File: config.mk
export PLATFORM = sky130hd
export DESIGN_NAME = dmx_strobe_timing_generator_flat
export DESIGN_NICKNAME = d
export VERILOG_FILES = /design/src/design/dstg_pkg.sv /design/src/design/dstg_stream_if.sv /design/src/design/dstg_ctrl.sv /design/src/design/dstg_datapath.sv /design/src/design/dmx_strobe_timing_generator.sv /design/src/flat_wrapper.sv
export SDC_FILE = /design/constraint.sdc
export NUM_CORES = 2
export LEC_CHECK = 0
export ABC_CLOCK_PERIOD_IN_PS = 10000
export BUFFER_PORTS_ARGS = -buffer_cell sky130_fd_sc_hd__buf_2
export CAP_MARGIN = 25
export CORE_ASPECT_RATIO = 0.8
export CORE_MARGIN = 1
export CORE_UTILIZATION = 55
export DETAILED_ROUTE_END_ITERATION = 7
export PLACE_DENSITY = 0.79
export SKIP_LAST_GASP = 1
export SLEW_MARGIN = 20
export SYNTH_ARGS = -nofsm -noshare
export SYNTH_HDL_FRONTEND = slang
export SYNTH_SLANG_ARGS = --single-unit
File: constraint.sdc
create_clock -name clk -period 10 [get_ports clk]
set_input_delay 2 -clock clk [delete_from_list [all_inputs] [get_ports clk]]
set_output_delay 2 -clock clk [all_outputs]
set_load 0.1 [all_outputs]
File: src/design/dstg_pkg.sv
// Shared types and constants of the DMX strobe timing generator.
`default_nettype none

package dstg_pkg;

	localparam int LEN_W     = 16;  // period and phase lengths, config registers
	localparam int CFG_IDX_W = 1;

	localparam logic [CFG_IDX_W-1:0] CFG_SLOWEST = 1'b0;
	localparam logic [CFG_IDX_W-1:0] CFG_FASTEST = 1'b1;

	localparam logic [LEN_W-1:0] RST_SLOWEST = 16'd1000;
	localparam logic [LEN_W-1:0] RST_FASTEST = 16'd50;

	localparam logic REQ_TICK  = 1'b0;
	localparam logic REQ_FRAME = 1'b1;

	localparam logic [7:0] BLANK_MAX = 8'd4;
	localparam logic [7:0] DUR_MIN   = 8'd5;
	localparam logic [7:0] DUR_MAX   = 8'd250;

	// Constant divisors and their reciprocals scaled by 2^RECIP_SH.
	localparam int RATE_DIV = 255;
	localparam int DUR_SPAN = 245;
	localparam int RECIP_W  = 25;
	localparam int RECIP_SH = 32;
	localparam logic [RECIP_W-1:0] RECIP_255 = 25'd16843009;
	localparam logic [RECIP_W-1:0] RECIP_245 = 25'd17530478;

	localparam logic [LEN_W-1:0] MIN_PERIOD = 16'd2;

	// Cycles of the length pipeline between capture and update.
	localparam int CALC_LAT = 6;

	typedef struct packed {
		logic       req_type;
		logic [7:0] intensity;
		logic [7:0] rate;
		logic [7:0] duration;
	} cmd_item_t;

	typedef struct packed {
		logic [7:0] pwm_level;
		logic       lamp_lit;
	} res_item_t;

	typedef struct packed {
		logic cap;
		logic upd;
	} ctl_t;

	typedef struct packed {
		logic is_frame;
	} sts_t;

endpackage

`default_nettype wire

File: src/design/dstg_stream_if.sv
// Valid/ready stream channel carrying one payload word.
`default_nettype none

interface dstg_stream_if #(parameter type payload_t = logic);
	logic     valid;
	logic     ready;
	payload_t data;

	modport source (output valid, output data, input ready);
	modport sink (input valid, input data, output ready);
endinterface

`default_nettype wire

File: src/design/dstg_ctrl.sv
// Controller state machine: sequences capture, length calculation and update.
`default_nettype none

module dstg_ctrl (
	input  logic          clk,
	input  logic          arst_n,
	input  logic          cmd_valid,
	output logic          cmd_ready,
	output logic          res_valid,
	input  logic          res_ready,
	output dstg_pkg::ctl_t ctl,
	input  dstg_pkg::sts_t sts
);
	import dstg_pkg::*;

	localparam int CNT_W = $clog2(CALC_LAT);

	localparam logic [1:0] ST_IDLE = 2'd0;
	localparam logic [1:0] ST_CALC = 2'd1;
	localparam logic [1:0] ST_UPD  = 2'd2;

	logic [1:0]       state_q;
	logic [1:0]       state_d;
	logic [CNT_W-1:0] cnt_q;
	logic [CNT_W-1:0] cnt_d;
	logic             res_valid_q;

	assign cmd_ready = (state_q == ST_IDLE);
	assign ctl.cap   = cmd_valid && cmd_ready;
	assign ctl.upd   = (state_q == ST_UPD) && (!res_valid_q || res_ready);
	assign res_valid = res_valid_q;

	always_comb begin
		state_d = state_q;
		cnt_d   = cnt_q;
		case (state_q)
			ST_IDLE: begin
				if (ctl.cap) begin
					state_d = ST_CALC;
					cnt_d   = CNT_W'(CALC_LAT - 1);
				end
			end
			ST_CALC: begin
				// ticks need no lengths
				if (!sts.is_frame || cnt_q == '0) begin
					state_d = ST_UPD;
				end else begin
					cnt_d = cnt_q - 1'b1;
				end
			end
			ST_UPD: begin
				if (ctl.upd) begin
					state_d = ST_IDLE;
				end
			end
			default: begin
				state_d = ST_IDLE;
			end
		endcase
	end

	always_ff @(posedge clk or negedge arst_n) begin
		if (!arst_n) begin
			state_q     <= ST_IDLE;
			cnt_q       <= '0;
			res_valid_q <= 1'b0;
		end else begin
			state_q <= state_d;
			cnt_q   <= cnt_d;
			if (ctl.upd) begin
				res_valid_q <= 1'b1;
			end else if (res_ready) begin
				res_valid_q <= 1'b0;
			end
		end
	end

endmodule

`default_nettype wire

File: src/design/dstg_datapath.sv
// Datapath: config registers, length pipeline, strobe phase state, output word.
`default_nettype none

module dstg_datapath #(
	parameter int TIME_BITS = 16
) (
	input  logic                             clk,
	input  logic                             arst_n,
	input  logic                             cfg_we,
	input  logic [dstg_pkg::CFG_IDX_W-1:0]   cfg_index,
	input  logic [dstg_pkg::LEN_W-1:0]       cfg_data,
	input  dstg_pkg::cmd_item_t              item,
	input  dstg_pkg::ctl_t                   ctl,
	output dstg_pkg::sts_t                   sts,
	output dstg_pkg::res_item_t              result
);
	import dstg_pkg::*;

	localparam int CW      = (TIME_BITS > LEN_W) ? TIME_BITS : LEN_W;
	localparam int PROD1_W = LEN_W + 10;   // 9-bit rate times 17-bit signed difference
	localparam int ABS_W   = LEN_W + 8;    // magnitude of either product
	localparam int MUL_W   = ABS_W + RECIP_W;
	localparam int SUM_W   = LEN_W + 2;
	localparam logic [TIME_BITS-1:0] TIME_MAX = {TIME_BITS{1'b1}};

	// configuration
	logic [LEN_W-1:0] slowest_q;
	logic [LEN_W-1:0] fastest_q;

	always_ff @(posedge clk or negedge arst_n) begin
		if (!arst_n) begin
			slowest_q <= RST_SLOWEST;
			fastest_q <= RST_FASTEST;
		end else if (cfg_we) begin
			case (cfg_index)
				CFG_SLOWEST: slowest_q <= cfg_data;
				CFG_FASTEST: fastest_q <= cfg_data;
				default: ;
			endcase
		end
	end

	// captured word
	logic       req_q;
	logic [7:0] inten_q;
	logic [7:0] rate_q;
	logic [7:0] dur_q;

	always_ff @(posedge clk) begin
		if (ctl.cap) begin
			req_q   <= item.req_type;
			inten_q <= item.intensity;
			rate_q  <= item.rate;
			dur_q   <= item.duration;
		end
	end

	assign sts.is_frame = (req_q == REQ_FRAME);

	// stage 1: rate times period span, saturated duration offset
	logic signed [PROD1_W-1:0] rate_ext;
	logic signed [PROD1_W-1:0] diff_ext;
	logic signed [PROD1_W-1:0] prod1_s1;
	logic [7:0]                dm5_s1;

	assign rate_ext = $signed({{(PROD1_W-8){1'b0}}, rate_q});
	assign diff_ext = $signed({{(PROD1_W-LEN_W){1'b0}}, fastest_q})
		- $signed({{(PROD1_W-LEN_W){1'b0}}, slowest_q});

	always_ff @(posedge clk) begin
		prod1_s1 <= rate_ext * diff_ext;
		if (dur_q < DUR_MIN) begin
			dm5_s1 <= '0;
		end else if (dur_q > DUR_MAX) begin
			dm5_s1 <= DUR_MAX - DUR_MIN;
		end else begin
			dm5_s1 <= dur_q - DUR_MIN;
		end
	end

	// stage 2: magnitude and reciprocal estimate of /255
	logic signed [PROD1_W-1:0] neg1;
	logic [ABS_W-1:0]          abs1;
	logic [MUL_W-1:0]          mul1;
	logic [ABS_W-1:0]          abs_s2;
	logic [LEN_W-1:0]          qe_s2;
	logic                      neg_s2;
	logic [7:0]                dm5_s2;

	assign neg1 = -prod1_s1;
	assign abs1 = prod1_s1[PROD1_W-1] ? neg1[ABS_W-1:0] : prod1_s1[ABS_W-1:0];
	assign mul1 = {{RECIP_W{1'b0}}, abs1} * {{ABS_W{1'b0}}, RECIP_255};

	always_ff @(posedge clk) begin
		abs_s2 <= abs1;
		qe_s2  <= mul1[RECIP_SH+LEN_W-1:RECIP_SH];
		neg_s2 <= prod1_s1[PROD1_W-1];
		dm5_s2 <= dm5_s1;
	end

	// stage 3: correct quotient, restore sign, add slowest period, clamp
	logic [ABS_W-1:0]        back1;
	logic [ABS_W-1:0]        rem1;
	logic [LEN_W-1:0]        q1;
	logic signed [SUM_W-1:0] sq1;
	logic signed [SUM_W-1:0] p_sum;
	logic [LEN_W-1:0]        p_s3;
	logic [7:0]              dm5_s3;

	assign back1 = ABS_W'({{(ABS_W-LEN_W){1'b0}}, qe_s2} * RATE_DIV);
	assign rem1  = abs_s2 - back1;
	assign q1    = qe_s2 + LEN_W'(rem1 >= ABS_W'(RATE_DIV));
	assign sq1   = neg_s2 ? -$signed({2'b00, q1}) : $signed({2'b00, q1});
	assign p_sum = sq1 + $signed({2'b00, slowest_q});

	always_ff @(posedge clk) begin
		if (p_sum < $signed({2'b00, MIN_PERIOD})) begin
			p_s3 <= MIN_PERIOD;
		end else begin
			p_s3 <= p_sum[LEN_W-1:0];
		end
		dm5_s3 <= dm5_s2;
	end

	// stage 4: duration offset times usable span
	logic [ABS_W-1:0] prod2_s4;
	logic [LEN_W-1:0] p_s4;

	always_ff @(posedge clk) begin
		prod2_s4 <= {{(ABS_W-8){1'b0}}, dm5_s3} * {{(ABS_W-LEN_W){1'b0}}, p_s3 - MIN_PERIOD};
		p_s4     <= p_s3;
	end

	// stage 5: reciprocal estimate of /245
	logic [MUL_W-1:0] mul2;
	logic [LEN_W-1:0] qe2_s5;
	logic [ABS_W-1:0] prod2_s5;
	logic [LEN_W-1:0] p_s5;

	assign mul2 = {{RECIP_W{1'b0}}, prod2_s4} * {{ABS_W{1'b0}}, RECIP_245};

	always_ff @(posedge clk) begin
		qe2_s5   <= mul2[RECIP_SH+LEN_W-1:RECIP_SH];
		prod2_s5 <= prod2_s4;
		p_s5     <= p_s4;
	end

	// stage 6: correct quotient, split period into on and off time
	logic [ABS_W-1:0] back2;
	logic [ABS_W-1:0] rem2;
	logic [LEN_W-1:0] on_calc;
	logic [LEN_W-1:0] on_s6;
	logic [LEN_W-1:0] off_s6;

	assign back2   = ABS_W'({{(ABS_W-LEN_W){1'b0}}, qe2_s5} * DUR_SPAN);
	assign rem2    = prod2_s5 - back2;
	assign on_calc = qe2_s5 + LEN_W'(rem2 >= ABS_W'(DUR_SPAN)) + 1'b1;

	always_ff @(posedge clk) begin
		on_s6  <= on_calc;
		off_s6 <= p_s5 - on_calc;
	end

	// strobe state
	logic                 running_q,  running_d;
	logic                 phase_on_q, phase_on_d;
	logic [7:0]           duty_q,     duty_d;
	logic [LEN_W-1:0]     on_len_q,   on_len_d;
	logic [LEN_W-1:0]     off_len_q,  off_len_d;
	logic [LEN_W-1:0]     tgt_q,      tgt_d;
	logic [TIME_BITS-1:0] el_q,       el_d;
	logic [7:0]           prate_q,    prate_d;
	logic [7:0]           pint_q,     pint_d;
	logic [7:0]           pdur_q,     pdur_d;

	logic                 is_frame;
	logic                 dur_ok;
	logic                 rate_chg;
	logic                 int_chg;
	logic [7:0]           lit_level;
	logic [TIME_BITS-1:0] el_inc;
	logic [LEN_W-1:0]     new_tgt;
	logic                 toggle;

	assign is_frame  = (req_q == REQ_FRAME);
	assign dur_ok    = (dur_q >= DUR_MIN) && (dur_q <= DUR_MAX);
	assign rate_chg  = (rate_q != prate_q);
	assign int_chg   = (inten_q != pint_q);
	assign pint_d    = is_frame ? inten_q : pint_q;
	assign pdur_d    = is_frame ? dur_q : pdur_q;
	assign prate_d   = is_frame ? rate_q : prate_q;
	assign lit_level = (pdur_d <= BLANK_MAX) ? 8'd0 : pint_d;
	assign el_inc    = (el_q != TIME_MAX) ? el_q + 1'b1 : el_q;
	assign on_len_d  = (is_frame && (!running_q || dur_ok)) ? on_s6 : on_len_q;
	assign off_len_d = (is_frame && (!running_q || dur_ok)) ? off_s6 : off_len_q;
	assign new_tgt   = phase_on_q ? on_len_d : off_len_d;

	always_comb begin
		running_d  = running_q;
		phase_on_d = phase_on_q;
		duty_d     = duty_q;
		tgt_d      = tgt_q;
		el_d       = el_q;
		toggle     = 1'b0;
		if (!is_frame) begin
			if (running_q) begin
				el_d = el_inc;
				if (CW'(el_inc) >= CW'(tgt_q) || el_inc == TIME_MAX) begin
					toggle = 1'b1;
				end
			end
		end else if (!running_q) begin
			// first frame: enter the on phase from off
			running_d = 1'b1;
			toggle    = 1'b1;
		end else if (rate_chg) begin
			// re-time the current phase against time already spent
			tgt_d = new_tgt;
			if (CW'(el_q) >= CW'(new_tgt)) begin
				toggle = 1'b1;
			end
		end
		if (toggle) begin
			if (phase_on_q) begin
				phase_on_d = 1'b0;
				duty_d     = 8'd0;
				tgt_d      = off_len_d;
			end else begin
				phase_on_d = 1'b1;
				duty_d     = lit_level;
				tgt_d      = on_len_d;
			end
			el_d = '0;
		end
		if (is_frame && running_q && int_chg && phase_on_d) begin
			duty_d = lit_level;
		end
	end

	always_ff @(posedge clk or negedge arst_n) begin
		if (!arst_n) begin
			running_q  <= 1'b0;
			phase_on_q <= 1'b0;
			duty_q     <= '0;
			on_len_q   <= '0;
			off_len_q  <= '0;
			tgt_q      <= '0;
			el_q       <= '0;
			prate_q    <= '0;
			pint_q     <= '0;
			pdur_q     <= '0;
		end else if (ctl.upd) begin
			running_q  <= running_d;
			phase_on_q <= phase_on_d;
			duty_q     <= duty_d;
			on_len_q   <= on_len_d;
			off_len_q  <= off_len_d;
			tgt_q      <= tgt_d;
			el_q       <= el_d;
			prate_q    <= prate_d;
			pint_q     <= pint_d;
			pdur_q     <= pdur_d;
		end
	end

	// output word register
	res_item_t res_q;

	always_ff @(posedge clk) begin
		if (ctl.upd) begin
			res_q.pwm_level <= duty_d;
			res_q.lamp_lit  <= phase_on_d;
		end
	end

	assign result = res_q;

endmodule

`default_nettype wire

File: src/design/dmx_strobe_timing_generator.sv
// Top level of the DMX strobe timing generator.
//
// Each input word is either a one millisecond tick (req_type 0) or a DMX frame
// (req_type 1) carrying intensity, rate and duration; every word produces
// exactly one output word with the current PWM level and the lamp-lit flag.
// The rate channel sets the period linearly from slowest_period_ms (rate 0)
// to fastest_period_ms (rate 255); durations 5..250 set the on time from 1 ms
// up to period-1 ms, 0..4 blank the lamp. A tick goes from capture through the
// calculation and update states into the output register; a frame also walks a
// six-stage length pipeline (two variable products, two divisions by constants
// done as reciprocal multiplications) in the calculation state before the
// phase state is updated. The next word is accepted in the cycle after the load,
// and the load itself waits in the update state while a full output register
// has not yet been taken by the sink. One word is in flight at a time; the
// next word is accepted as soon as the previous one sits in the output
// register, even if the sink has not yet taken it. Config registers (index 0
// slowest, 1 fastest) take effect on the next frame and must only be written
// while no word is in flight. TIME_BITS sizes the phase elapsed counter, which
// saturates and ends the phase at its maximum.
`default_nettype none

module dmx_strobe_timing_generator #(
	parameter int TIME_BITS = 16
) (
	input  logic                           clk,
	input  logic                           arst_n,
	dstg_stream_if.sink                    cmd,
	dstg_stream_if.source                  res,
	input  logic                           cfg_we,
	input  logic [dstg_pkg::CFG_IDX_W-1:0] cfg_index,
	input  logic [dstg_pkg::LEN_W-1:0]     cfg_data
);
	import dstg_pkg::*;

	ctl_t      ctl;
	sts_t      sts;
	logic      cmd_ready;
	logic      res_valid;
	res_item_t result;

	// Sequence each word: capture, walk the length pipeline, update once the
	// output register is free.
	dstg_ctrl u_ctrl (
		.clk       (clk),
		.arst_n    (arst_n),
		.cmd_valid (cmd.valid),
		.cmd_ready (cmd_ready),
		.res_valid (res_valid),
		.res_ready (res.ready),
		.ctl       (ctl),
		.sts       (sts)
	);

	// Hold config, compute phase lengths, advance the strobe state.
	dstg_datapath #(
		.TIME_BITS (TIME_BITS)
	) u_datapath (
		.clk       (clk),
		.arst_n    (arst_n),
		.cfg_we    (cfg_we),
		.cfg_index (cfg_index),
		.cfg_data  (cfg_data),
		.item      (cmd.data),
		.ctl       (ctl),
		.sts       (sts),
		.result    (result)
	);

	assign cmd.ready = cmd_ready;
	assign res.valid = res_valid;
	assign res.data  = result;

endmodule

`default_nettype wire

File: src/flat_wrapper.sv
// flat-port wrapper written by rule: the top's interface ports become plain ports
module dmx_strobe_timing_generator_flat import dstg_pkg::*;
#(
	parameter int TIME_BITS = 16
)
  (clk, arst_n, cfg_we, cfg_index, cfg_data, cmd_valid, cmd_data, cmd_ready, res_valid, res_data, res_ready);
  dstg_stream_if #(.payload_t(cmd_item_t)) cmd_i ();
  dstg_stream_if #(.payload_t(res_item_t)) res_i ();
  input  logic clk;
  input  logic arst_n;
  input  logic cfg_we;
  input  logic [dstg_pkg::CFG_IDX_W-1:0] cfg_index;
  input  logic [dstg_pkg::LEN_W-1:0] cfg_data;
  input wire logic [$bits(cmd_i.valid)-1:0] cmd_valid;
  input wire logic [$bits(cmd_i.data)-1:0] cmd_data;
  output wire logic [$bits(cmd_i.ready)-1:0] cmd_ready;
  output wire logic [$bits(res_i.valid)-1:0] res_valid;
  output wire logic [$bits(res_i.data)-1:0] res_data;
  input wire logic [$bits(res_i.ready)-1:0] res_ready;
  assign cmd_i.valid = cmd_valid;
  assign cmd_i.data = cmd_data;
  assign cmd_ready = cmd_i.ready;
  assign res_valid = res_i.valid;
  assign res_data = res_i.data;
  assign res_i.ready = res_ready;
  dmx_strobe_timing_generator #(.TIME_BITS(TIME_BITS)) u_core (.clk(clk), .arst_n(arst_n), .cmd(cmd_i), .res(res_i), .cfg_we(cfg_we), .cfg_index(cfg_index), .cfg_data(cfg_data));
endmodule
# Yosys cells after proc, flatten, opt, wreduce, memory -nomap -nowiden
# Index checks and enable logic that the tools add are counted.
[op_classes]
n_addsub = 14
n_mul = 6
n_lt_le_gt_ge = 10
n_eq_ne = 11
muxes = 38
bitwise_logic = 1
n_reduce_logical = 29
[ops]
columns = ["op", "count"]
rows = [
  ["16-bit 2-to-1 mux", 12],
  ["8-bit 2-to-1 mux", 7],
  ["24-bit by 8-bit >= comparator with 1-bit output (second input constant)", 2],
  ["16-bit by 8-bit multiplier with 24-bit output (second input constant)", 2],
  ["24-bit by 25-bit multiplier with 48-bit output (second input constant)", 1],
  ["24-bit subtractor", 2],
  ["24-bit by 24-bit multiplier with 47-bit output (second input constant)", 1],
  ["16-bit by 1-bit adder with 16-bit output", 2],
  ["16-bit by 1-bit adder with 16-bit output (second input constant)", 2],
  ["16-bit >= comparator", 2],
  ["9-bit by 17-bit multiplier with 26-bit output", 1],
  ["8-bit by 16-bit multiplier with 24-bit output", 1],
  ["24-bit 2-to-1 mux", 1],
  ["24-bit negation", 1],
  ["18-bit by 17-bit adder with 18-bit output", 1],
  ["18-bit by 3-bit < comparator with 1-bit output (second input constant)", 1],
  ["18-bit 2-to-1 mux", 1],
  ["16-bit negation with 18-bit output", 1],
  ["16-bit by 16-bit subtractor with 17-bit output", 1],
  ["16-bit == test (second input constant)", 1],
  ["16-bit != test (second input constant)", 1],
  ["8-bit != test", 2],
  ["16-bit subtractor", 1],
  ["16-bit by 2-bit subtractor with 16-bit output (second input constant)", 1],
  ["27 further kinds", 61],
]
[word_totals]
ff_bits = 405
out_inout_bits = 11

# Longest topological paths before layout
[logic_depth]
word_depth = 14
mapped_depth = 40
depth_no_buf = 39

# Cells and area by module
# A second synthesis with hierarchy kept.
[hier_totals]
hier_cells = 4607
area_unflattened_um2 = 46056.7
[by_module_without_submodules]
columns = ["mod", "n_inst", "cells_each", "area_per_inst_um2"]
rows = [
  ["dstg_datapath", 1, 4570, 45705.1],
  ["dstg_ctrl", 1, 37, 351.6],
]

# Least setup slack after synthesis
# Ideal clock, no wire load.
[synth_path]
path_type = "register -> register"
start = "register u_core.u_datapath.qe_s2[5]"
end = "register u_core.u_datapath.p_s3[5]"
setup_ns = 0.115
arrival_time_ns = 8.762
slack_ns = 1.123
path_stages_with_launch = 38
synth_period_minus_slack_ns = 8.877
path_cell_list = "dfxtp_1 -> inv_1 -> fa_1 -> inv_1 -> fa_1 -> inv_1 -> fa_1 -> inv_1 -> fa_1 -> inv_1 -> ha_1 -> a21o_1 -> a21oi_1 -> o22a_1 -> and3_1 -> a21oi_1 -> a221o_1 -> a21oi_1 -> [... 2 more ...] -> a2111o_1 -> ha_1 -> ha_1 -> xnor2_1 -> and3_1 -> nand2_1 -> o31ai_1 -> xor2_1 -> ha_1 -> and3_1 -> a221o_1 -> a21oi_1 -> or4b_2 -> nand3_1 -> nand4_1 -> a211oi_1 -> a41oi_1 -> and3_1"
[synth_via]
elab_chain_cells = 8
[synth_lines]
columns = ["item", "line", "rtl"]
rows = [
  ["start: declaration", "dstg_datapath.sv:86", "logic [LEN_W-1:0] qe_s2;"],
  ["start signal: assignment", "dstg_datapath.sv:96", "qe_s2 <= mul1[RECIP_SH+LEN_W-1:RECIP_SH];"],
  ["16-bit by 8-bit multiplier with 24-bit output", "dstg_datapath.sv:110", "assign back1 = ABS_W'({{(ABS_W-LEN_W){1'b0}}, qe_s2} * RATE_DIV);"],
  ["24-bit subtractor", "dstg_datapath.sv:111", "assign rem1 = abs_s2 - back1;"],
  ["24-bit by 8-bit >= comparator with 1-bit output", "dstg_datapath.sv:112", "assign q1 = qe_s2 + LEN_W'(rem1 >= ABS_W'(RATE_DIV));"],
  ["16-bit by 1-bit adder with 16-bit output (*)", "dstg_datapath.sv:112", ""],
  ["16-bit negation with 18-bit output", "dstg_datapath.sv:113", "assign sq1 = neg_s2 ? -$signed({2'b00, q1}) : $signed({2'b00, q1});"],
  ["18-bit 2-to-1 mux (*)", "dstg_datapath.sv:113", ""],
  ["18-bit by 17-bit adder with 18-bit output (*)", "dstg_datapath.sv:114", "assign p_sum = sq1 + $signed({2'b00, slowest_q});"],
  ["18-bit by 3-bit < comparator with 1-bit output", "dstg_datapath.sv:117", "if (p_sum < $signed({2'b00, MIN_PERIOD})) begin"],
  ["end signal: assignment", "dstg_datapath.sv:120", "p_s3 <= p_sum[LEN_W-1:0];"],
  ["end: declaration", "dstg_datapath.sv:107", "logic [LEN_W-1:0] p_s3;"],
]
# Every way passes the cells marked *; elsewhere a longest branch is shown, timed or not.
# A chain may end at the register's enable or synchronous reset.

# Worst setup path after layout
[layout_path]
start = "register u_core.u_datapath.qe_s2[13]"
end = "register u_core.u_datapath.p_s3[5]"
# The elaborated chain is that of the path after synthesis.

==> impl_metrics.json <==
{
  "coreArea_sq_um": 82200,
  "htreeDepth": 2,
  "crit_path_end_kind": "flop",
  "whs_path_depth": 0,
  "synth_edf_count": 34,
  "chipHeight_um": 260,
  "ant_nets": 0,
  "n_fill_cell": 6664,
  "grt_pass1_wl_um": 172000,
  "cts_num_sinks": 404,
  "crit_path_frequent_cell": "fa_1",
  "dieArea_sq_um": 84100,
  "final_common_cell": "inv_1",
  "finalWirelength_um": 106000,
  "antenna_found_initial": 4,
  "final_cell_mix": "995 x inv_1, 666 x ha_1, 614 x fa_1, 306 x nand2_1, 228 x dfxtp_1",
  "critPathKind": "reg2reg",
  "path_max_fanout": 8,
  "worstMarginPinSlew_ns": 0.975,
  "cts_buffers": 43,
  "portBuffers": 57,
  "max_stage_delay_ns": 0.60,
  "track_usage": 0.259,
  "multiInputGateArea_sq_um": 32600,
  "drt_iter0_drc": 1900,
  "boundaryPins": 58,
  "syn_area_per_cell_sq_um": 9.93,
  "required_ns": 10.47,
  "synthesis.area_sq_um": 45600,
  "fp.dieW_um": 324,
  "cpMaxStageDelayCell": "or4b_2",
  "firstDrtPassIters": 5,
  "cts_root_buffer": "clkbuf_16",
  "vias": 32000,
  "holdWs_ns": 0.318,
  "synth-main-ff-cell": "dfxtp_1",
  "hold_buffers": 0,
  "fmax_mhz": 104,
  "use_met1": 0.342,
  "max_cap_viol_count": 0,
  "min_period_ns": 9.64,
  "seqCellArea_sq_um": 9130,
  "dp_hpwl_um": 86000,
  "row_count": 94,
  "insertion_delay_ns": 0.60,
  "setup_viol": 0,
  "slew_headroom": 0.333,
  "arrival_ns": 10.11,
  "vias_per_cell": 5.53,
  "cp-start-kind": "flop",
  "area_growth_pct": 7.08,
  "grt_max_degree": 72,
  "min_period_over_period": 0.964,
  "holdCritPathClass": "reg2reg",
  "busiest_layer": "met2",
  "ys_seq_elements": 404,
  "status": "finished, final reports clean",
  "diodes": 0,
  "final_nets": 5990,
  "wl_per_cell_um": 18.3,
  "synth_cell_type_count": 92,
  "drc": 0,
  "report.final.slew_viol_count": 0,
  "clkTransAtPathRegs_ns": 0.07,
  "grt_overflow": 0,
  "initial_utilization": 0.555,
  "synth_nets": 5923,
  "grt_pass1_vias": 33200,
  "gp_congestion": 0.924,
  "async_flop_share": 0.337,
  "fin_skew_ns": 0.0288,
  "hold_viol": 0,
  "use_met3": 0.0422,
  "ys_warn_count": 0,
  "cts_buffer_depth": 3,
  "yosysSeqAreaShare": 0.200,
  "cts_tree": "yes",
  "use_met2": 0.427,
  "layout-drive-gt1-share": 0.0718,
  "syn_inst": 4592,
  "worstRegToRegCells": 35
}
## path summary, 6_finish.rpt
kind | slack (ns) | endpoint | from
worst max-delay path | 0.36 | u_core.u_datapath.p_s3[5] | u_core.u_datapath.qe_s2[13]
max in group asynchronous | 7.45 | u_core.u_datapath.slowest_q[6] | arst_n
worst min register to register | 0.32 | u_core.u_datapath.dm5_s2[2] | u_core.u_datapath.dm5_s1[2]
min in group asynchronous | 1.41 | u_core.u_datapath.el_q[9] | arst_n
worst min-delay path | 0.32 | u_core.u_datapath.dm5_s2[2] | u_core.u_datapath.dm5_s1[2]
worst max register to register | 0.36 | u_core.u_datapath.p_s3[5] | u_core.u_datapath.qe_s2[13]
## logic make-up (layout without fill, tap and decap cells)
logic type / Yosys count / after routing / synth area share
compound gates: 566 / 566 / 0.0803
xor+xnor: 236 / 236 / 0.0453
fa+ha+maj: 1284 / 1284 / 0.453
buf+inv: 1062 / 1164 / 0.0880
flops: 404 / 404 / 0.200
mux: 152 / 152 / 0.0364
simple gates: 888 / 888 / 0.0968
## cell usage after synthesis, drive strengths merged, types with 50 or more instances
cell type | instances | share of area
mux2 | 111 | 0.027
dfrtp | 127 | 0.070
xor2 | 57 | 0.011
a21oi | 140 | 0.015
nor2 | 138 | 0.011
ha | 670 | 0.18
nor2b | 51 | 0.0070
o21ai | 155 | 0.017
inv | 998 | 0.082
nand2 | 307 | 0.025
nor3 | 50 | 0.0056
nand3 | 59 | 0.0067
and2 | 128 | 0.018
fa | 614 | 0.27
clkbuf | 52 | 0.0043
xnor2 | 179 | 0.034
dfxtp | 234 | 0.10
## layer usage
metal	routed length [um]	vias up
li1	-	14900
met1	44900	15900
met2	50400	957
met3	6480	255
met4	4330	6
met5	52	-
## repair_timing
| action | in CTS | in global routing |
|---|---|---|
| pin swaps | 0 | 4 |
| buffers inserted | 0 | 2 |
| endpoints found under the setup margin | 1 | 16 |
| resized for setup | 1 | 25 |
## metrics by stage
| stage | setup WS, ns | cells | area, sq um | utilization | setup TNS (ns) |
|---|---|---|---|---|---|
| 2_1_floorplan | 1.12 | 4592 | 45600 | - | 0 |
| 3_3_place_gp | 0.339 | 5714 | 47200 | 0.574 | 0 |
| 3_5_place_dp | 0.0516 | 5715 | 47200 | 0.575 | 0 |
| 4_1_cts | 0.106 | 5795 | 48700 | 0.592 | 0 |
| 5_1_grt | -0.0636 | 5798 | 48800 | 0.594 | -0.0982 |
| 6_report | 0.361 | 5798 | 48800 | 0.594 | 0 |
## sequential cells by signal, summed over array words and instances, names as in the netlist, 9 cells and up
name / count
u_core.u_datapath.abs_s2: 24
u_core.u_datapath.el_q: 16
u_core.u_datapath.fastest_q: 16
u_core.u_datapath.off_len_q: 16
u_core.u_datapath.off_s6: 16
u_core.u_datapath.on_len_q: 16
u_core.u_datapath.on_s6: 16
u_core.u_datapath.p_s3: 16
u_core.u_datapath.p_s4: 16
u_core.u_datapath.p_s5: 16
u_core.u_datapath.prod1_s1: 25
u_core.u_datapath.prod2_s4: 24
u_core.u_datapath.prod2_s5: 24
u_core.u_datapath.qe2_s5: 16
u_core.u_datapath.qe_s2: 16
u_core.u_datapath.result: 9
u_core.u_datapath.slowest_q: 16
u_core.u_datapath.tgt_q: 16
## cell type report
class | instances | area share
Timing Repair Buffer | 86 | 0.0109
Clock buffer | 53 | 0.0238
Multi-Input combinational cell | 3126 | 0.667
Inverter | 998 | 0.0768
Sequential cell | 404 | 0.187
Clock inverter | 27 | 0.00594
Tap cell | 1104 | 0.0283
## critical path, delay by kind of cell (launching register included)
family | cells | cell delay [ns]
compound gates | 12 | 2.92
xor+xnor | 2 | 0.40
flops | 1 | 0.44
buf+inv | 3 | 0.31
simple gates | 10 | 2.42
fa+ha+maj | 8 | 3.03
Power is left out: the tool's default activity adds up to more than one toggle a clock period on the data nets, which glitch-free logic cannot reach.
